===== src/sv/nms_pkg.sv =====
`timescale 1ns / 1ps

package nms_pkg;

   localparam int SIZE_DEF = 3;
   localparam int ELEM_W   = 16;
   // eight 16-bit values summed
   localparam int SUM_W    = 19;
   localparam int CNT_W    = 4;
   localparam int NB_W     = 3;

   localparam logic [CNT_W-1:0] CNT_CORNER = 4'd3;
   localparam logic [CNT_W-1:0] CNT_EDGE   = 4'd5;
   localparam logic [CNT_W-1:0] CNT_INNER  = 4'd8;

   // floor(2^24 / d) for the doubled divisors 6 and 10
   localparam int          RECIP_SHIFT = 24;
   localparam int          RECIP_W     = 22;
   localparam logic [21:0] RECIP_6     = 22'd2796202;
   localparam logic [21:0] RECIP_10    = 22'd1677721;

   typedef struct packed {
      logic up;
      logic down;
      logic left;
      logic right;
   } nb_dir_type;

   typedef struct packed {
      logic                    valid;
      logic signed [SUM_W-1:0] sum;
      logic [CNT_W-1:0]        cnt;
   } div_req_type;

   // direction of neighbour idx around the center
   function automatic nb_dir_type nb_dir(input logic [NB_W-1:0] idx);
      nb_dir_type d;
      d = '0;
      case (idx)
         3'd0: begin
            d.up   = 1'b1;
            d.left = 1'b1;
         end
         3'd1: d.up = 1'b1;
         3'd2: begin
            d.up    = 1'b1;
            d.right = 1'b1;
         end
         3'd3: d.left  = 1'b1;
         3'd4: d.right = 1'b1;
         3'd5: begin
            d.down = 1'b1;
            d.left = 1'b1;
         end
         3'd6: d.down = 1'b1;
         3'd7: begin
            d.down  = 1'b1;
            d.right = 1'b1;
         end
         default: d = '0;
      endcase
      return d;
   endfunction

endpackage


===== src/sv/nms_ram.sv =====
`timescale 1ns / 1ps

module nms_ram #(
   parameter int WIDTH = nms_pkg::ELEM_W,
   parameter int DEPTH = nms_pkg::SIZE_DEF * nms_pkg::SIZE_DEF
) (
   input  logic                     clock,
   input  logic                     wr_en,
   input  logic [$clog2(DEPTH)-1:0] wr_addr,
   input  logic [WIDTH-1:0]         wr_data,
   input  logic [$clog2(DEPTH)-1:0] rd_addr,
   output logic [WIDTH-1:0]         rd_data
);

   logic [WIDTH-1:0] mem [DEPTH];

   always_ff @(posedge clock) begin
      if (wr_en) begin
         mem[wr_addr] <= wr_data;
      end
      rd_data <= mem[rd_addr];
   end

endmodule


===== src/sv/nms_div.sv =====
`timescale 1ns / 1ps

// Rounded mean: q = (2|s| + c) / (2c), sign restored. Two register stages.
module nms_div (
   input  logic                                  clock,
   input  logic                                  reset,
   input  nms_pkg::div_req_type                  req,
   output logic                                  res_valid,
   output logic signed [nms_pkg::ELEM_W-1:0]     res_mean
);

   localparam int N_W = nms_pkg::SUM_W + 1;
   localparam int Q_W = 17;
   localparam int P_W = N_W + nms_pkg::RECIP_W;
   localparam int R_W = Q_W + 5;

   logic [nms_pkg::SUM_W:0]   sum_ext;
   logic [nms_pkg::SUM_W:0]   mag;
   logic [N_W-1:0]            n_in;

   logic                      v1_ff, v2_ff;
   logic                      neg1_ff, neg2_ff;
   logic [N_W-1:0]            n1_ff, n2_ff;
   logic [nms_pkg::CNT_W-1:0] cnt1_ff, cnt2_ff;
   logic [Q_W-1:0]            q2_ff;

   logic [nms_pkg::RECIP_W-1:0] recip;
   logic [P_W-1:0]              prod;
   logic [Q_W-1:0]              q_in;

   logic [4:0]     div_d;
   logic [R_W-1:0] qd;
   logic [R_W-1:0] rem;
   logic [Q_W-1:0] q_fix;
   logic [Q_W-1:0] q_sgn;

   // stage 1: magnitude and rounding numerator
   always_comb begin
      sum_ext = {req.sum[nms_pkg::SUM_W-1], req.sum};
      mag     = req.sum[nms_pkg::SUM_W-1] ? (~sum_ext + 1'b1) : sum_ext;
      n_in    = {mag[nms_pkg::SUM_W-1:0], 1'b0} + N_W'(req.cnt);
   end

   // stage 2: reciprocal multiply, estimate may be one low
   always_comb begin
      case (cnt1_ff)
         nms_pkg::CNT_CORNER: recip = nms_pkg::RECIP_6;
         nms_pkg::CNT_EDGE:   recip = nms_pkg::RECIP_10;
         default:             recip = '0;
      endcase
      prod = P_W'(n1_ff) * P_W'(recip);
      if (cnt1_ff == nms_pkg::CNT_INNER) begin
         q_in = Q_W'(n1_ff >> 4);
      end else begin
         q_in = prod[nms_pkg::RECIP_SHIFT +: Q_W];
      end
   end

   // output: one correction step, then sign
   always_comb begin
      case (cnt2_ff)
         nms_pkg::CNT_CORNER: div_d = 5'd6;
         nms_pkg::CNT_EDGE:   div_d = 5'd10;
         default:             div_d = 5'd16;
      endcase
      qd       = R_W'(q2_ff) * R_W'(div_d);
      rem      = R_W'(n2_ff) - qd;
      q_fix    = q2_ff + Q_W'(rem >= R_W'(div_d));
      q_sgn    = neg2_ff ? (~q_fix + 1'b1) : q_fix;
      res_mean = q_sgn[nms_pkg::ELEM_W-1:0];
   end

   assign res_valid = v2_ff;

   always_ff @(posedge clock) begin
      if (reset) begin
         v1_ff <= 1'b0;
         v2_ff <= 1'b0;
      end else begin
         v1_ff <= req.valid;
         v2_ff <= v1_ff | (v2_ff & ~req.valid);
      end
      if (req.valid) begin
         neg1_ff <= req.sum[nms_pkg::SUM_W-1];
         n1_ff   <= n_in;
         cnt1_ff <= req.cnt;
      end
      if (v1_ff) begin
         neg2_ff <= neg1_ff;
         n2_ff   <= n1_ff;
         cnt2_ff <= cnt1_ff;
         q2_ff   <= q_in;
      end
   end

endmodule


===== src/sv/neighbour_mean_smoothing_top.sv =====
// Eight-neighbour mean smoothing. Feed a SIZE x SIZE matrix of signed 16-bit
// elements in row-major order on req_*, one per cycle while req_tready is
// high. After the last element the block emits SIZE*SIZE results on rsp_*,
// row-major, each the mean of the existing neighbours of that position
// (3 at a corner, 5 on an edge, 8 inside), center excluded, rounded to
// nearest with halves away from zero; rsp_tlast marks the final result.
// Loading runs at one element per cycle. Each result is then produced by eight
// reads of the matrix RAM through its single read port, the registered read,
// and the two-stage rounding divide, and goes out when the output is free.
// The next matrix may load while the final result still waits in the output
// register. The matrix RAM needs no clearing after reset.
`timescale 1ns / 1ps

module neighbour_mean_smoothing_top #(
   parameter int SIZE = nms_pkg::SIZE_DEF
) (
   input  logic        clock,
   input  logic        reset,
   input  logic        req_tvalid,
   output logic        req_tready,
   input  logic [15:0] req_tdata,   // [15:0] element
   output logic        rsp_tvalid,
   input  logic        rsp_tready,
   output logic [15:0] rsp_tdata,   // [15:0] smoothed
   output logic        rsp_tlast    // last_result
);

   localparam int CELLS = SIZE * SIZE;
   localparam int AW    = $clog2(CELLS);
   localparam int IW    = $clog2(SIZE);

   localparam logic [AW-1:0] SIZE_A    = AW'(SIZE);
   localparam logic [AW-1:0] LAST_CELL = AW'(CELLS - 1);
   localparam logic [IW-1:0] LAST_IDX  = IW'(SIZE - 1);
   localparam logic [nms_pkg::NB_W-1:0] NB_LAST = '1;

   typedef enum logic [2:0] {
      S_LOAD,   // taking matrix elements
      S_WALK,   // issuing one neighbour read per cycle
      S_TAIL,   // last read data lands in the accumulator
      S_DIV,    // sum and count handed to the divider
      S_WAIT    // waiting for the quotient and a free output slot
   } state_type;

   state_type                   state_ff;
   logic [AW-1:0]               load_cnt_ff;
   logic [IW-1:0]               row_ff, col_ff;
   logic [AW-1:0]               pos_ff;
   logic [nms_pkg::NB_W-1:0]    nb_ff;
   logic                        rd_ok_ff;
   logic signed [nms_pkg::SUM_W-1:0] sum_ff;
   logic [nms_pkg::CNT_W-1:0]   cnt_ff;
   logic                        rsp_tvalid_ff;
   logic [15:0]                 rsp_data_ff;
   logic                        rsp_last_ff;

   logic                        req_fire;
   logic                        out_free;
   logic                        emit;
   nms_pkg::nb_dir_type         dir;
   logic                        nb_ok;
   logic [AW-1:0]               rd_addr;
   logic [nms_pkg::ELEM_W-1:0]  rd_data;
   logic [nms_pkg::SUM_W-1:0]   rd_ext;
   nms_pkg::div_req_type        div_req;
   logic                        res_valid;
   logic signed [nms_pkg::ELEM_W-1:0] res_mean;

   assign req_tready = (state_ff == S_LOAD);
   assign req_fire   = req_tvalid && req_tready;
   assign rsp_tvalid = rsp_tvalid_ff;
   assign rsp_tdata  = rsp_data_ff;
   assign rsp_tlast  = rsp_last_ff;
   assign out_free   = !rsp_tvalid_ff || rsp_tready;
   assign emit       = (state_ff == S_WAIT) && res_valid && out_free;

   // neighbour address and border check
   always_comb begin
      dir   = nms_pkg::nb_dir(nb_ff);
      nb_ok = !(dir.up    && (row_ff == '0))       &&
              !(dir.down  && (row_ff == LAST_IDX)) &&
              !(dir.left  && (col_ff == '0))       &&
              !(dir.right && (col_ff == LAST_IDX));
      // modular arithmetic is exact whenever nb_ok holds
      rd_addr = pos_ff;
      if (dir.up) begin
         rd_addr = rd_addr - SIZE_A;
      end
      if (dir.down) begin
         rd_addr = rd_addr + SIZE_A;
      end
      if (dir.left) begin
         rd_addr = rd_addr - AW'(1);
      end
      if (dir.right) begin
         rd_addr = rd_addr + AW'(1);
      end
      rd_ext = {{(nms_pkg::SUM_W - nms_pkg::ELEM_W){rd_data[nms_pkg::ELEM_W-1]}}, rd_data};
   end

   always_comb begin
      div_req.valid = (state_ff == S_DIV);
      div_req.sum   = sum_ff;
      div_req.cnt   = cnt_ff;
   end

   nms_ram #(
      .WIDTH (nms_pkg::ELEM_W),
      .DEPTH (CELLS)
   ) u_matrix (
      .clock   (clock),
      .wr_en   (req_fire),
      .wr_addr (load_cnt_ff),
      .wr_data (req_tdata),
      .rd_addr (rd_addr),
      .rd_data (rd_data)
   );

   nms_div u_div (
      .clock     (clock),
      .reset     (reset),
      .req       (div_req),
      .res_valid (res_valid),
      .res_mean  (res_mean)
   );

   always_ff @(posedge clock) begin
      if (reset) begin
         state_ff      <= S_LOAD;
         load_cnt_ff   <= '0;
         row_ff        <= '0;
         col_ff        <= '0;
         pos_ff        <= '0;
         nb_ff         <= '0;
         rd_ok_ff      <= 1'b0;
         sum_ff        <= '0;
         cnt_ff        <= '0;
         rsp_tvalid_ff <= 1'b0;
      end else begin
         rd_ok_ff <= (state_ff == S_WALK) && nb_ok;
         if (rd_ok_ff) begin
            sum_ff <= sum_ff + $signed(rd_ext);
            cnt_ff <= cnt_ff + 1'b1;
         end
         // a new result reloads the slot in the same cycle it drains
         if (rsp_tvalid_ff && rsp_tready && !emit) begin
            rsp_tvalid_ff <= 1'b0;
         end

         case (state_ff)
            S_LOAD: begin
               if (req_fire) begin
                  if (load_cnt_ff == LAST_CELL) begin
                     load_cnt_ff <= '0;
                     sum_ff      <= '0;
                     cnt_ff      <= '0;
                     state_ff    <= S_WALK;
                  end else begin
                     load_cnt_ff <= load_cnt_ff + 1'b1;
                  end
               end
            end
            S_WALK: begin
               nb_ff <= nb_ff + 1'b1;
               if (nb_ff == NB_LAST) begin
                  state_ff <= S_TAIL;
               end
            end
            S_TAIL: state_ff <= S_DIV;
            S_DIV:  state_ff <= S_WAIT;
            S_WAIT: begin
               if (emit) begin
                  rsp_tvalid_ff <= 1'b1;
                  rsp_data_ff   <= res_mean;
                  rsp_last_ff   <= (pos_ff == LAST_CELL);
                  sum_ff        <= '0;
                  cnt_ff        <= '0;
                  if (pos_ff == LAST_CELL) begin
                     pos_ff   <= '0;
                     row_ff   <= '0;
                     col_ff   <= '0;
                     state_ff <= S_LOAD;
                  end else begin
                     pos_ff <= pos_ff + 1'b1;
                     if (col_ff == LAST_IDX) begin
                        col_ff <= '0;
                        row_ff <= row_ff + 1'b1;
                     end else begin
                        col_ff <= col_ff + 1'b1;
                     end
                     state_ff <= S_WALK;
                  end
               end
            end
            default: state_ff <= S_LOAD;
         endcase
      end
   end

   // every position has a corner, edge or interior neighbour count
   a_cnt_valid: assert property (@(posedge clock) disable iff (reset)
      state_ff == S_DIV |-> (cnt_ff == nms_pkg::CNT_CORNER ||
                             cnt_ff == nms_pkg::CNT_EDGE   ||
                             cnt_ff == nms_pkg::CNT_INNER))
      else $error("neighbour count wrong at divide");

   // read data only accumulates right after a walk cycle
   a_rd_window: assert property (@(posedge clock) disable iff (reset)
      rd_ok_ff |-> (state_ff == S_WALK || state_ff == S_TAIL))
      else $error("neighbour read outside walk");

   // load pointer rests at zero while results are produced
   a_load_idle: assert property (@(posedge clock) disable iff (reset)
      state_ff != S_LOAD |-> load_cnt_ff == '0)
      else $error("load pointer moved during smoothing");

   // final result goes out with tlast and reopens loading
   a_last_out: assert property (@(posedge clock) disable iff (reset)
      emit && (pos_ff == LAST_CELL) |=> rsp_tvalid && rsp_tlast && req_tready)
      else $error("final result not flagged or load not reopened");

endmodule

===== config.mk =====
export PLATFORM = sky130hd
export DESIGN_NAME = neighbour_mean_smoothing_top
export DESIGN_NICKNAME = d
export VERILOG_FILES = /design/src/sv/nms_pkg.sv /design/src/sv/nms_ram.sv /design/src/sv/nms_div.sv /design/src/sv/neighbour_mean_smoothing_top.sv
export SDC_FILE = /design/constraint.sdc
export NUM_CORES = 1
export LEC_CHECK = 0
export ABC_AREA = 1
export BUFFER_PORTS_ARGS = -buffer_cell sky130_fd_sc_hd__buf_2
export CORE_ASPECT_RATIO = 1.25
export CORE_UTILIZATION = 45
export CTS_CLUSTER_SIZE = 40
export DETAILED_ROUTE_END_ITERATION = 10
export HOLD_SLACK_MARGIN = 0.1
export PLACE_DENSITY = 0.58
export SLEW_MARGIN = 25
export SYNTH_ARGS = -nofsm -noshare
export SYNTH_HDL_FRONTEND = slang
export SYNTH_SLANG_ARGS = --single-unit

===== constraint.sdc =====
create_clock -name clock -period 12.4 [get_ports clock]
set_input_delay 0 -clock clock [delete_from_list [all_inputs] [get_ports clock]]
set_output_delay 0 -clock clock [all_outputs]
set_load 0.005 [all_outputs]

==> results.sh <==
export IMPL_ys_ff_latch=287
export IMPL_cts_setup_buffers=0
export IMPL_grt_pass1_wl_um=105800
export IMPL_netlist_area_sq_mm=0.02526
export IMPL_place_gp_congestion=0.9398
export IMPL_synth_seq_area_share_pct=31.71
export IMPL_firstDrtPassIters=5
export IMPL_leakage_nw=13.49
export IMPL_tritoncts="yes"
export IMPL_rr_worst_depth=29
export IMPL_endpoint_kind="flip-flop"
export IMPL_ant_nets=0
export IMPL_wl_met2_um=35360
export IMPL_period_needed_ns=8.136
export IMPL_synth_nets=3432
export IMPL_viasPerCell=5.138
export IMPL_slowest_stage="fa_1"
export IMPL_ys_warn_count=0
export IMPL_crit_arrival_ns=8.46
export IMPL_die_area_sq_mm=0.05708
export IMPL_ys_types=52
export IMPL_vias=19400
export IMPL_holdWs_ns=0.2090
export IMPL_fin_cells=3775
export IMPL_htreeDepth=1
export IMPL_min_path_cells=2
export IMPL_cts_resized=0
export IMPL_cts_sinks=287
export IMPL_netlist_instances=2963
export IMPL_ios=39
export IMPL_die_x_um=213.9
export IMPL_core_area_sq_mm=0.05513
export IMPL_grt_max_degree=67
export IMPL_maxCapViolations=0
export IMPL_dp_hpwl_um=53300
export IMPL_drv_slew=0
export IMPL_critPathLaunchType="flip-flop"
export IMPL_ir_drop_mv=0.2493
export IMPL_rsz0062_at_grt="false"
export IMPL_outcome="finished clean"
export IMPL_p_per_area_mw_per_mm2=109.2
export IMPL_route_detailed_wl_per_inst_um=17.53
export IMPL_final_cell_mix="inv_1 (609), nand2_1 (554), ha_1 (247)"
export IMPL_start_util_pct=45.81
export IMPL_hold_viol_final=0
export IMPL_nets=3485
export IMPL_io_buffer_count=38
export IMPL_slew_headroom_pct=43.73
export IMPL_min_path_type="primary input to flip-flop"
export IMPL_antennaDiodeCount=0
export IMPL_tightest_slew_ns=0.8441
export IMPL_cts_made_buffers=31
export IMPL_fin_setup_tns_ns=0
export IMPL_post_place_cells=3698
export IMPL_synthFlopType="edfxtp_1"
export IMPL_top_layer="met4"
export IMPL_ctsLongestPathBuffers=3
export IMPL_grt_pass1_vias=20050
export IMPL_drive_gt1_share_pct=5.099
export IMPL_worstPathRequired_ns=12.73
export IMPL_met3_length_um=2068
export IMPL_drt_iter0_markers=1051
export IMPL_track_usage_pct=23.46
export IMPL_synth_edf_count=226
export IMPL_p_total_mw=3.000
export IMPL_final_common_cell="inv_1"
export IMPL_fp_dieH_um=266.9
export IMPL_drc_errors=0
export IMPL_gr_total_overflow=0
export IMPL_path_clk_slew_ns=0.06
export IMPL_path_class="flip-flop to flip-flop"
export IMPL_antenna_found_initial=1
export IMPL_skew_ns=0.01848
export IMPL_period_share_pct=65.61
export IMPL_synth_async_reset_ratio_pct=0
export IMPL_areaGrowthSynthToFinish_pct=8.754
export IMPL_crit_path_max_incr_delay_ns=0.57
export IMPL_root_buffer="clkbuf_16"
export IMPL_rows=96
export IMPL_cts_hold_fix_buffers=20
export IMPL_setup_viol=0
export IMPL_critPathMaxFanout=21
export IMPL_wl_met1_um=26760
export IMPL_wl_um=66190
export IMPL_clock_latency_ns=0.61
export IMPL_avgSynthCellArea_sq_um=8.524
export IMPL_fmax_ghz=0.1229
## logic make-up (layout without fill, tap and decap cells)
group / count (synthesis) / in the layout / share of synthesized area [%]
fa+ha+maj: 449 / 449 / 28.25
compound gates: 280 / 280 / 6.158
flops: 287 / 287 / 31.71
simple gates: 1188 / 1188 / 20.53
xor+xnor: 83 / 83 / 2.878
buf+inv: 676 / 753 / 10.48
## path summary, 6_finish.rpt
check,start,end,slack (ns)
max,u_div.cnt1_ff[3],u_div.q2_ff[4],4.26
min,req_tdata[14],u_matrix.mem[7][14],0.21
max reg2reg,u_div.cnt1_ff[3],u_div.q2_ff[4],4.26
min reg2reg,u_matrix.mem[8][11],u_matrix.rd_data[11],0.44
## routing by layer
layer | vias to the layer above | track usage (%)
met5 | - | 0
met4 | 0 | 7.525
li1 | 9602 | -
met2 | 376 | 45.67
met1 | 9310 | 26.79
met3 | 108 | 1.960
## synthesized netlist by cell type, drive strengths merged, types with 9 or more instances
library cell,number,share of area [%]
xnor2,19,0.66
xor2,64,2.2
nor2,252,3.9
nand2,564,8.5
nand3,240,4.9
clkbuf,27,0.40
nor3,39,0.77
o21bai,9,0.27
a211oi,13,0.39
ha,247,12
dfxtp,61,4.8
edfxtp,226,27
buf,31,0.87
o21ai,102,2.1
a21o,11,0.33
a21oi,118,2.4
nand3b,34,1.0
fa,202,16
nand4,33,0.82
inv,616,9.2
a31oi,10,0.25
## report_power, final
| part | switching [mW] | internal [mW] |
|---|---|---|
| logic | 0.663 | 0.289 |
| registers | 0.0263 | 1.09 |
| clock network | 0.410 | 0.526 |
## registers in the layout, indices dropped and copies added, names as in the netlist, 16 cells and up
name and flops:
u_div.n2_ff 19, rsp_tdata 16, u_div.n1_ff 19, sum_ff 19
u_matrix.rd_data 16, u_div.q2_ff 17, u_matrix.mem 144
## through the flow
| stage | cell area (sq um) | worst slack, ns | utilization (%) |
|---|---|---|---|
| finish | 27470 | 4.264 | 49.82 |
| global route | 27470 | 3.700 | 49.82 |
| CTS | 27470 | 4.239 | 49.82 |
| detailed placement | 26250 | 4.259 | 47.62 |
| global placement | 26250 | 4.308 | 47.61 |
| floorplan | 25260 | 4.527 | - |
## critical path, delay by kind of cell, from the launching register on
kind                     cells  cell delay, ns
XOR/XNOR                     1            0.35
AND/OR/NAND/NOR              6            0.68
adder cells (fa/ha/maj)      8            4.01
buffers and inverters        9            1.46
AO/OA/AOI/OAI                5            0.88
flip-flops                   1            0.45
## final cells by class
cell class,count,area [sq um]
repair buffers,78,540.5
multi-input cells,2000,14660
well taps,735,919.6
fillers,5291,27670
flip-flops and latches,287,8009
inverters,618,2325
clock buffers,35,790.8
clock inverters,22,224.0
Note: power is estimated with default switching activity, not from simulation.
